**config.mk**
```make
export PLATFORM = sky130hd
export DESIGN_NAME = condition_flag_liveness_pruner
export DESIGN_NICKNAME = d
export VERILOG_FILES = /design/src/hdl/cflp_pkg.sv /design/src/hdl/cflp_insn_mem.sv /design/src/hdl/cflp_live_mem.sv /design/src/hdl/condition_flag_liveness_pruner.sv
export SDC_FILE = /design/constraint.sdc
export NUM_CORES = 2
export LEC_CHECK = 0
export BUFFER_PORTS_ARGS = -buffer_cell sky130_fd_sc_hd__buf_2
export CAP_MARGIN = 30
export CORE_ASPECT_RATIO = 0.9
export CORE_MARGIN = 5
export CORE_UTILIZATION = 38
export CTS_BUF_LIST = sky130_fd_sc_hd__clkbuf_16
export DETAILED_ROUTE_END_ITERATION = 8
export PLACE_DENSITY = 0.58
export REMOVE_ABC_BUFFERS = 1
export SLEW_MARGIN = 10
export SYNTH_ARGS = -nofsm -noshare
export SYNTH_HDL_FRONTEND = slang
export SYNTH_HIERARCHICAL = 1
export SYNTH_SLANG_ARGS = --single-unit
export TNS_END_PERCENT = 5
```
**constraint.sdc**
```tcl
create_clock -name clk -period 7.4 [get_ports clk]
set_input_delay 1.48 -clock clk [delete_from_list [all_inputs] [get_ports clk]]
set_output_delay 1.48 -clock clk [all_outputs]
set_load 0.01 [all_outputs]
```
**src/hdl/cflp_pkg.sv**
```systemverilog
// shared constants, types and states of the flag liveness pruner
package cflp_pkg;

    localparam int MAX_INSNS = 32;
    localparam int FLAG_BITS = 4;
    localparam int IDX_W     = $clog2(MAX_INSNS);
    localparam int CNT_W     = IDX_W + 1;
    localparam logic [FLAG_BITS-1:0] FLAG_ALL = {FLAG_BITS{1'b1}};

    typedef struct packed {
        logic [FLAG_BITS-1:0] tflags;
        logic                 found;
        logic                 direct;
        logic                 pc;
        logic [FLAG_BITS-1:0] written;
        logic [FLAG_BITS-1:0] used;
    } attrs_t;

    typedef struct packed {
        attrs_t      attrs;
        logic [31:0] target;
        logic [31:0] addr;
    } insn_row_t;

    typedef struct packed {
        logic             en;
        logic [IDX_W-1:0] addr;
    } rd_req_t;

    typedef enum logic [5:0] {
        ST_LOAD = 6'b000001,
        ST_RD   = 6'b000010,
        ST_EVAL = 6'b000100,
        ST_TGT  = 6'b001000,
        ST_ORD  = 6'b010000,
        ST_OUT  = 6'b100000
    } state_t;

endpackage

```
**src/hdl/cflp_insn_mem.sv**
```systemverilog
// instruction store: one write port, two registered read ports
module cflp_insn_mem (
    input  logic                       clk,
    input  logic                       wr_en,
    input  logic [cflp_pkg::IDX_W-1:0] wr_addr,
    input  cflp_pkg::insn_row_t        wr_row,
    input  cflp_pkg::rd_req_t          rd_a,
    input  cflp_pkg::rd_req_t          rd_b,
    output cflp_pkg::insn_row_t        row_a,
    output cflp_pkg::insn_row_t        row_b
);

    cflp_pkg::insn_row_t mem [cflp_pkg::MAX_INSNS];

    always_ff @(posedge clk)
    begin
        if (wr_en)
        begin
            mem[wr_addr] <= wr_row;
        end
        if (rd_a.en)
        begin
            row_a <= mem[rd_a.addr];
        end
        if (rd_b.en)
        begin
            row_b <= mem[rd_b.addr];
        end
    end

endmodule

```
**src/hdl/cflp_live_mem.sv**
```systemverilog
// per-instruction entry liveness store, registered read
module cflp_live_mem (
    input  logic                           clk,
    input  logic                           wr_en,
    input  logic [cflp_pkg::IDX_W-1:0]     wr_addr,
    input  logic [cflp_pkg::FLAG_BITS-1:0] wr_data,
    input  cflp_pkg::rd_req_t              rd,
    output logic [cflp_pkg::FLAG_BITS-1:0] rd_data
);

    logic [cflp_pkg::FLAG_BITS-1:0] mem [cflp_pkg::MAX_INSNS];

    always_ff @(posedge clk)
    begin
        if (wr_en)
        begin
            mem[wr_addr] <= wr_data;
        end
        if (rd.en)
        begin
            rd_data <= mem[rd.addr];
        end
    end

endmodule

```
**src/hdl/condition_flag_liveness_pruner.sv**
```systemverilog
// top level: loads a block, walks it backward over the stores, emits pruned results
//
//  channel  dir  handshake                  payload
//  s_*      in   s_tvalid / s_tready        s_tdata (79 bits used), s_tlast = last_insn
//  m_*      out  m_tvalid / m_tready        m_tdata (15 bits used), m_tlast = last_result
//  cfg_*    in   cfg_wr_en                  cfg_wr_data = half-word step (2-byte insns)
//
// loading accepts one instruction per cycle; the block then walks backward through the
// instruction store, reading then evaluating each instruction and checking the target
// where a branch target's liveness must be fetched, once or twice (a backward in-block
// branch adds a pass); emission reads each result in ST_ORD and holds it in ST_OUT while m_tready is low
// s_tready is high only while loading, so no new transaction enters during analysis
// reset clears the control state; the stores need no clearing since every read entry
// is written earlier in the same block
module condition_flag_liveness_pruner (
    input  logic        clk,
    input  logic        rst_n,
    // guest_address[31:0] flags_used[35:32] flags_written[39:36] changes_pc[40]
    // direct_branch[41] branch_target[73:42] target_block_found[74]
    // target_block_flags[78:75]
    input  logic [79:0] s_tdata,
    input  logic        s_tvalid,
    input  logic        s_tlast,
    output logic        s_tready,
    // insn_index[5:0] pruned_flags_written[9:6] entry_valid[10] entry_flags[14:11]
    output logic [15:0] m_tdata,
    output logic        m_tvalid,
    output logic        m_tlast,
    input  logic        m_tready,
    input  logic        cfg_wr_en,
    input  logic        cfg_wr_data
);

    localparam int IW = cflp_pkg::IDX_W;
    localparam int CW = cflp_pkg::CNT_W;
    localparam int FW = cflp_pkg::FLAG_BITS;

    cflp_pkg::state_t state_reg, state_next;
    logic [CW-1:0]  cnt_reg, cnt_next;
    logic [IW-1:0]  idx_reg, idx_next;
    logic [FW-1:0]  live_reg, live_next;
    logic           pass2_reg, pass2_next;
    logic           again_reg, again_next;
    logic           thumb_reg;
    logic           prev_pc_reg, prev_pc_next;
    logic [31:0]    start_reg, start_next;
    logic [31:0]    last_addr_reg, last_addr_next;
    logic [31:0]    dest_reg, dest_next;
    logic           tgt_ok_reg, tgt_ok_next;

    // store ports
    logic                ins_wr_en;
    logic [IW-1:0]       ins_wr_addr;
    cflp_pkg::insn_row_t ins_wr_row;
    cflp_pkg::rd_req_t   rd_a, rd_b, live_rd;
    cflp_pkg::insn_row_t row_a, row_b;
    logic                live_wr_en;
    logic [IW-1:0]       live_wr_addr;
    logic [FW-1:0]       live_wr_data;
    logic [FW-1:0]       live_q;

    cflp_insn_mem u_insn_mem (
        .clk     (clk),
        .wr_en   (ins_wr_en),
        .wr_addr (ins_wr_addr),
        .wr_row  (ins_wr_row),
        .rd_a    (rd_a),
        .rd_b    (rd_b),
        .row_a   (row_a),
        .row_b   (row_b)
    );

    cflp_live_mem u_live_mem (
        .clk     (clk),
        .wr_en   (live_wr_en),
        .wr_addr (live_wr_addr),
        .wr_data (live_wr_data),
        .rd      (live_rd),
        .rd_data (live_q)
    );

    // incoming transaction unpacked into a store row
    cflp_pkg::insn_row_t in_row;
    always_comb
    begin
        in_row.addr          = s_tdata[31:0];
        in_row.attrs.used    = s_tdata[35:32];
        in_row.attrs.written = s_tdata[39:36];
        in_row.attrs.pc      = s_tdata[40];
        in_row.attrs.direct  = s_tdata[41];
        in_row.target        = s_tdata[73:42];
        in_row.attrs.found   = s_tdata[74];
        in_row.attrs.tflags  = s_tdata[78:75];
    end

    // evaluation of the row read for the current instruction
    cflp_pkg::attrs_t attrs;
    logic [FW-1:0] gen, live_k;
    logic [31:0]   dest, addr, diff, span, blk_end;
    logic          fwd, in_blk, fwd_ok, bwd_ok;
    logic [CW-1:0] remain;
    logic [IW-1:0] tgt_idx;

    assign attrs   = row_a.attrs;
    assign gen     = live_reg & attrs.written;
    // a reader adds its flags and kills nothing, otherwise live writes are killed
    assign live_k  = (attrs.used != '0) ? (live_reg | attrs.used) : (live_reg & ~gen);
    assign dest    = row_a.target;
    assign addr    = row_a.addr;
    assign fwd     = dest > addr;
    assign diff    = fwd ? (dest - addr) : (addr - dest);
    assign span    = thumb_reg ? (diff >> 1) : (diff >> 2);
    assign blk_end = last_addr_reg + 32'd1;
    // a wrapped end address leaves no target in the block
    assign in_blk  = (dest >= start_reg) && (dest < blk_end);
    assign remain  = cnt_reg - {1'b0, idx_reg};
    assign fwd_ok  = span < {{(32-CW){1'b0}}, remain};
    assign bwd_ok  = span <= {{(32-IW){1'b0}}, idx_reg};
    assign tgt_idx = fwd ? (idx_reg + span[IW-1:0]) : (idx_reg - span[IW-1:0]);

    logic          fin;
    logic [FW-1:0] fin_live;
    logic          again_set;
    logic          again_any;
    logic [CW-1:0] cnt_last;

    assign cnt_last = cnt_reg - CW'(1);

    always_comb
    begin
        state_next     = state_reg;
        cnt_next       = cnt_reg;
        idx_next       = idx_reg;
        live_next      = live_reg;
        pass2_next     = pass2_reg;
        again_next     = again_reg;
        prev_pc_next   = prev_pc_reg;
        start_next     = start_reg;
        last_addr_next = last_addr_reg;
        dest_next      = dest_reg;
        tgt_ok_next    = tgt_ok_reg;
        ins_wr_en      = 1'b0;
        ins_wr_addr    = idx_reg;
        ins_wr_row     = in_row;
        rd_a           = '{en: 1'b0, addr: idx_reg};
        rd_b           = '{en: 1'b0, addr: tgt_idx};
        live_rd        = '{en: 1'b0, addr: tgt_idx};
        live_wr_en     = 1'b0;
        live_wr_addr   = idx_reg;
        live_wr_data   = live_reg;
        fin            = 1'b0;
        fin_live       = live_reg;
        again_set      = 1'b0;
        again_any      = again_reg;

        case (state_reg)
            cflp_pkg::ST_LOAD:
            begin
                if (s_tvalid)
                begin
                    ins_wr_en      = 1'b1;
                    ins_wr_addr    = cnt_reg[IW-1:0];
                    cnt_next       = cnt_reg + CW'(1);
                    last_addr_next = in_row.addr;
                    if (cnt_reg == '0)
                    begin
                        start_next = in_row.addr;
                    end
                    // a full store ends the block as if tlast were set
                    if (s_tlast || (cnt_reg == CW'(cflp_pkg::MAX_INSNS - 1)))
                    begin
                        idx_next   = cnt_reg[IW-1:0];
                        live_next  = cflp_pkg::FLAG_ALL;
                        pass2_next = 1'b0;
                        again_next = 1'b0;
                        state_next = cflp_pkg::ST_RD;
                    end
                end
            end
            cflp_pkg::ST_RD:
            begin
                rd_a.en    = 1'b1;
                state_next = cflp_pkg::ST_EVAL;
            end
            cflp_pkg::ST_EVAL:
            begin
                // write back the pruned write mask
                ins_wr_en                  = 1'b1;
                ins_wr_row                 = row_a;
                ins_wr_row.attrs.written   = gen;
                rd_b.en                    = 1'b1;
                live_rd.en                 = 1'b1;
                if (attrs.pc && attrs.direct && in_blk && (fwd || pass2_reg))
                begin
                    tgt_ok_next = fwd ? fwd_ok : bwd_ok;
                    dest_next   = dest;
                    live_next   = live_k;
                    state_next  = cflp_pkg::ST_TGT;
                end
                else
                begin
                    fin = 1'b1;
                    if (!attrs.pc)
                    begin
                        fin_live = live_k;
                    end
                    else if (!attrs.direct)
                    begin
                        fin_live = cflp_pkg::FLAG_ALL;
                    end
                    else if (in_blk)
                    begin
                        // backward branch on the first pass
                        fin_live  = cflp_pkg::FLAG_ALL;
                        again_set = 1'b1;
                    end
                    else if (attrs.found)
                    begin
                        fin_live = live_k | attrs.tflags;
                    end
                    else
                    begin
                        fin_live = cflp_pkg::FLAG_ALL;
                    end
                end
            end
            cflp_pkg::ST_TGT:
            begin
                fin = 1'b1;
                // target out of range or off an instruction boundary makes all flags live
                if (tgt_ok_reg && (row_b.addr == dest_reg))
                begin
                    fin_live = live_reg | live_q;
                end
                else
                begin
                    fin_live = cflp_pkg::FLAG_ALL;
                end
            end
            cflp_pkg::ST_ORD:
            begin
                rd_a.en      = 1'b1;
                live_rd.en   = 1'b1;
                live_rd.addr = idx_reg;
                state_next   = cflp_pkg::ST_OUT;
            end
            cflp_pkg::ST_OUT:
            begin
                if (m_tready)
                begin
                    prev_pc_next = attrs.pc;
                    if ({1'b0, idx_reg} == cnt_last)
                    begin
                        cnt_next   = '0;
                        state_next = cflp_pkg::ST_LOAD;
                    end
                    else
                    begin
                        idx_next   = idx_reg + IW'(1);
                        state_next = cflp_pkg::ST_ORD;
                    end
                end
            end
            default:
            begin
                state_next = cflp_pkg::ST_LOAD;
            end
        endcase

        // close one instruction of the backward walk
        if (fin)
        begin
            again_any    = again_reg | again_set;
            again_next   = again_any;
            live_wr_en   = 1'b1;
            live_wr_data = fin_live;
            live_next    = fin_live;
            if (idx_reg == '0)
            begin
                if (!pass2_reg && again_any)
                begin
                    pass2_next = 1'b1;
                    idx_next   = cnt_last[IW-1:0];
                    live_next  = cflp_pkg::FLAG_ALL;
                    state_next = cflp_pkg::ST_RD;
                end
                else
                begin
                    idx_next     = '0;
                    prev_pc_next = 1'b0;
                    state_next   = cflp_pkg::ST_ORD;
                end
            end
            else
            begin
                idx_next   = idx_reg - IW'(1);
                state_next = cflp_pkg::ST_RD;
            end
        end
    end

    always_ff @(posedge clk or negedge rst_n)
    begin
        if (!rst_n)
        begin
            state_reg   <= cflp_pkg::ST_LOAD;
            cnt_reg     <= '0;
            idx_reg     <= '0;
            live_reg    <= cflp_pkg::FLAG_ALL;
            pass2_reg   <= 1'b0;
            again_reg   <= 1'b0;
            prev_pc_reg <= 1'b0;
            thumb_reg   <= 1'b0;
        end
        else
        begin
            state_reg   <= state_next;
            cnt_reg     <= cnt_next;
            idx_reg     <= idx_next;
            live_reg    <= live_next;
            pass2_reg   <= pass2_next;
            again_reg   <= again_next;
            prev_pc_reg <= prev_pc_next;
            if (cfg_wr_en)
            begin
                thumb_reg <= cfg_wr_data;
            end
        end
    end

    // payload registers
    always_ff @(posedge clk)
    begin
        start_reg     <= start_next;
        last_addr_reg <= last_addr_next;
        dest_reg      <= dest_next;
        tgt_ok_reg    <= tgt_ok_next;
    end

    // result transaction, straight from the registered store outputs
    logic entry;
    assign entry    = (idx_reg == '0) || prev_pc_reg;
    assign s_tready = (state_reg == cflp_pkg::ST_LOAD);
    assign m_tvalid = (state_reg == cflp_pkg::ST_OUT);
    assign m_tlast  = ({1'b0, idx_reg} == cnt_last);
    assign m_tdata  = {1'b0,
                       (entry ? live_q : {FW{1'b0}}),
                       entry,
                       attrs.written,
                       {{(6-IW){1'b0}}, idx_reg}};

endmodule

```
After elaboration in Yosys (flattened, before gate mapping)
Memories as Yosys holds them, arrays and structs flattened. A register that Yosys moved wholly into a read port is not among the register bits.
Index checks and enable logic that the tools add are counted.
{ "word_totals": {"ff_bits": 122, "latch_bits": 0, "mem_bits_rw": 2656, "rom_bits": 0, "in_bits": 87, "output_inout_bits": 19, "word_cells": 161, "mem_count": 2} }
{ "classes": {"add_sub_neg": 10, "n_mul": 0, "div_mod_pow": 0, "n_lt_le_gt_ge": 5, "eq_ne": 18, "n_shift": 0, "n_mux": 78, "bitwise_logic": 7, "n_reduce_logical": 29} }
{ "memory_table": {"columns": ["name", "depth", "width", "rd", "rd_ports_with_merged_regs", "write_ports", "line", "text"], "rows": [
  ["u_insn_mem.mem", 32, 79, 2, 2, 1, "cflp_insn_mem.sv:13", "cflp_pkg::insn_row_t mem [cflp_pkg::MAX_INSNS];"],
  ["u_live_mem.mem", 32, 4, 1, 1, 1, "cflp_live_mem.sv:11", "logic [cflp_pkg::FLAG_BITS-1:0] mem [cflp_pkg::MAX_INSNS];"]
]} }
{ "ops": {"columns": ["cell", "n"], "rows": [
  ["two-way mux 79 bit", 1],
  ["two-way mux 5 bit", 13],
  ["subtractor 32 bit", 2],
  ["two-way mux 4 bit", 15],
  ["two-way mux 6 bit", 9],
  ["one-hot mux 6 bit (6 select lines)", 1],
  ["adder 32 x 1 -> 32 bit (second input constant)", 1],
  ["== test 32 bit", 1],
  ["greater-or-equal comparator 32 bit", 1],
  ["> comparator 32 bit", 1],
  ["less-than comparator 32 bit", 1],
  ["two-way mux 32 bit", 1],
  ["<= comparator 31 x 5 -> 1 bit", 1],
  ["less-than comparator 31 x 6 -> 1 bit", 1],
  ["two-way mux 1 bit", 31],
  ["two-way mux 31 bit", 1],
  ["one-hot mux 4 bit (2 select lines)", 2],
  ["== test 6 x 5 -> 1 bit (second input constant)", 2],
  ["OR 4 bit", 3],
  ["one-hot mux 6 bit (2 select lines)", 1],
  ["one-hot mux 5 bit (2 select lines)", 1],
  ["AND reduction 5 bit", 2],
  ["bitwise AND 4 bit", 2],
  ["AND reduction 4 bit", 2],
  ["other kinds (32)", 51]
]} }

Longest topological paths before layout
{ "depth": {"ltp_word": 14, "ltp_mapped": 32, "mapped_depth_nobuf": 27} }

Cells and area by module
Netlist, hierarchy kept.
{ "by_module_without_submodules": {"columns": ["mod", "n_inst", "cells_each", "area_each_um2", "seq_area_each_um2"], "rows": [
  ["cflp_insn_mem", 1, 6534, 120438.0, 80657.4],
  ["condition_flag_liveness_pruner", 1, 1505, 12439.4, 3544.6],
  ["cflp_live_mem", 1, 231, 5178.7, 3963.8]
]} }

Least setup slack after synthesis
No wires, ideal clock.
{ "synth_path": {"kind": "input to register", "startpoint": "input s_tvalid", "endpoint": "memory u_insn_mem/mem[19][0] in the netlist's numbering (enable)", "setup_time_ns": 0.517, "arrival_time_ns": 7.146, "required_ns": 6.883, "path_slack_ns": -0.263, "stages": 6, "n_path_buf": 1, "cell_sequence": "nand2_1 -> clkinv_1 -> buf_1 -> o21ai_0 -> or3b_2 -> nor2_1"} }
{ "synth_via": {"elab_cells_between_ends": 6, "classes_between": "6 x mux"} }
{ "synth_lines": {"columns": ["item", "line", "text"], "rows": [
  ["start: declaration", "condition_flag_liveness_pruner.sv:22", "input logic s_tvalid,"],
  ["two-way mux 5 bit", "condition_flag_liveness_pruner.sv:159", "if (s_tvalid)"],
  ["two-way mux 5 bit", "condition_flag_liveness_pruner.sv:156", "case (state_reg)"],
  ["net ins_wr_addr[3]", "condition_flag_liveness_pruner.sv:53", "logic [IW-1:0] ins_wr_addr;"],
  ["end: declaration", "cflp_insn_mem.sv:13", null]
]} }
The timed path passes the listed nets, and every way through them passes these cells.

==> reports/metrics.yaml <==
floorplanning:
  dieHeight_um: 556
  start_util: 0.381
  rows: 200
  die-width_um: 616
  io_pins: 106
  dieArea_mm2: 0.342
  core_mm2: 0.330
setup_path:
  crit_path_frequent_cell: "inv_1"
  cp_data_arrival_time_ns: 7.76
  path_delay_family: "compound AO/OA/AOI/OAI gates"
  critical_path_required_ns: 8.14
  critPathKind: "reg -> reg"
  worst-path-max-fanout: 32
  cpPeakStageDelay_ns: 0.49
  crit_path_end_kind: "register"
  critPathLaunchType: "register"
  worst-path-buf-inv: 6
  cp_slowest_cell: "edfxtp_1"
clocking:
  cts_hold_buf: 0
  cts_htree_levels: 5
  tritoncts: "yes"
  ctsRootBufferMaster: "clkbuf_16"
  cts.sinks: 2893
  cts_resized: 0
  clockBufferDepth: 4
  path_clk_slew_ns: 0.06
  insertion_delay_ns: 0.89
  cts_inserted_buffers: 301
  post_cts_buffers: 0
timing:
  fmax_mhz: 142
  tightest_slew_ns: 1.12
  max_slew_margin: 0.252
  min_period_over_period: 0.949
  setup_viol: 0
  fin_tns_setup_ns: 0
  rsz0062_at_grt: "false"
  hold_viol_final: 0
  min_period_ns: 7.03
  skew_ns: 0.0675
  drv_slew: 0
placed_design:
  port_buffers: 102
  dp.cells: 11500
  gp_congestion: 0.947
  placed_cell_area_mm2: 0.133
  dp_hpwl_um: 245000
power:
  ir_drop_v: 0.00118
  power_switching_share: 0.425
  clkPwrFrac: 0.188
  p_leak_nw: 46.7
  p_int_mw: 45.6
  power.density_mw_per_mm2: 557
  p_sw_mw: 33.7
  comb_power_share: 0.550
  p_seq_frac: 0.262
global_routing:
  grt_max_degree: 127
  grt-ovfl-total: 0
  grt_pass1_wl_um: 574000
  gr-usage-all-layers: 0.236
  grt_antenna_before_repair: 41
  grt_pass1_vias: 72100
detailed_routing:
  vias_per_cell: 6.14
  first_pass_iters: 6
  wire_per_inst_um: 34.6
  final_antenna_net_count: 0
  drc: 0
  num_vias: 73700
  routed_wirelength_um: 415000
  drtIter0Drc: 9991
layout:
  largest_reg_flops: 2528
  final_area_mm2: 0.143
  largest_registers: "u_insn_mem/mem (2528), u_live_mem/mem (128), u_insn_mem/row_a (79)"
  top_register: "u_insn_mem/mem"
  stdcell_count: 12000
  areaGrowthSynthToFinish_pct: 13.4
  finalNetCount: 7674
  layout-drive-gt1-share: 0.198
run:
  maxCapViolations: 0
logic_synthesis:
  syn-cell-area_mm2: 0.126
  avgSynthCellArea_um2: 17.3
  syn_inst: 7264
  synth-warning-count: 6
run_status:
  status: "completed"
worst_hold_path:
  hp-class: "reg -> reg"
cells in the final DEF (no fill, tap or decap), types with 29 or more instances in the layout:
cell type  instances
buf_2            102
clkinv_1          59
edfxtp_1        2868
nand4_1          119
bufinv_16         29
nand3_1          246
mux2i_1          847
clkinv_2          55
o21ai_1           31
buf_12            74
nor2_4            35
nand2_1          230
xor2_1            42
o21ai_0           67
a21o_1            51
xnor2_1           75
o21ai_2           34
inv_1            187
a22oi_1          580
buf_4            225
a21oi_1          135
mux4_2           520
ha_1             152
nor2_1           128
clkbuf_16        309
worst register-to-register path: cells and delay by family, from the launching register on:
kind	cells	cell delay, ns
buf+inv	6	1.04
flops	1	0.49
fa+ha+maj	4	1.27
mux	1	0.26
simple gates	5	0.94
xor+xnor	4	0.94
compound gates	9	1.98
final timing paths:
check                      slack [ns]                            end                           start  depth (start not counted)
setup / recovery                 0.37  u_insn_mem/row_b[1]$_DFFE_PP_  u_insn_mem/row_a[32]$_DFFE_PP_                         29
hold / removal                   0.54          again_reg$_DFFE_PN0P_           again_reg$_DFFE_PN0P_                          2
setup reg to reg                 0.37  u_insn_mem/row_b[1]$_DFFE_PP_  u_insn_mem/row_a[32]$_DFFE_PP_                         29
hold reg to reg                  0.54          again_reg$_DFFE_PN0P_           again_reg$_DFFE_PN0P_                          2
max in group asynchronous        6.27         idx_reg[1]$_DFFE_PN0P_                           rst_n                          1
min in group asynchronous        0.65         cnt_reg[4]$_DFFE_PN0P_                           rst_n                          1
routing by layer:
| layer | vias up | track usage | wire [um] |
|---|---|---|---|
| met1 | 38900 | 0.327 | 167000 |
| li1 | 29800 | - | - |
| met3 | 826 | 0.0522 | 41700 |
| met4 | 2 | 0.0821 | 16000 |
| met5 | - | 0 | 13 |
| met2 | 4220 | 0.368 | 191000 |
power groups by stage:
stage	logic (mW)	clock network, mW	registers [mW]
after floorplan	17.7	0	21.0
after global placement	42.4	0	21.1
after detailed placement	42.6	0	21.1
after CTS	42.7	15.2	20.8
after global routing	45.3	15.9	20.8
final	43.6	14.9	20.8
stage by stage:
stage          utilization  total power [mW]  setup WS, ns  hold slack, ns
2_1_floorplan            -              38.7        -39.37           0.470
3_3_place_gp         0.401              63.5         0.388           0.495
3_5_place_dp         0.403              63.7         0.347           0.520
4_1_cts              0.432              78.7         0.312           0.536
5_1_grt              0.432              82.0        0.0725           0.574
6_report             0.432              79.3         0.374           0.542
layout make-up:
| class | count | area [um^2] |
|---|---|---|
| Fill cell | 28500 | 187000 |
| Sequential cell | 2893 | 86800 |
| Multi-Input combinational cell | 3665 | 36100 |
| Clock buffer | 309 | 7730 |
| Tap cell | 4343 | 5430 |
| Timing Repair Buffer | 432 | 4140 |
| Clock inverter | 221 | 1810 |
| Inverter | 138 | 528 |
| Antenna cell | 16 | 40.0 |
Power figures use the tool's default switching activity.
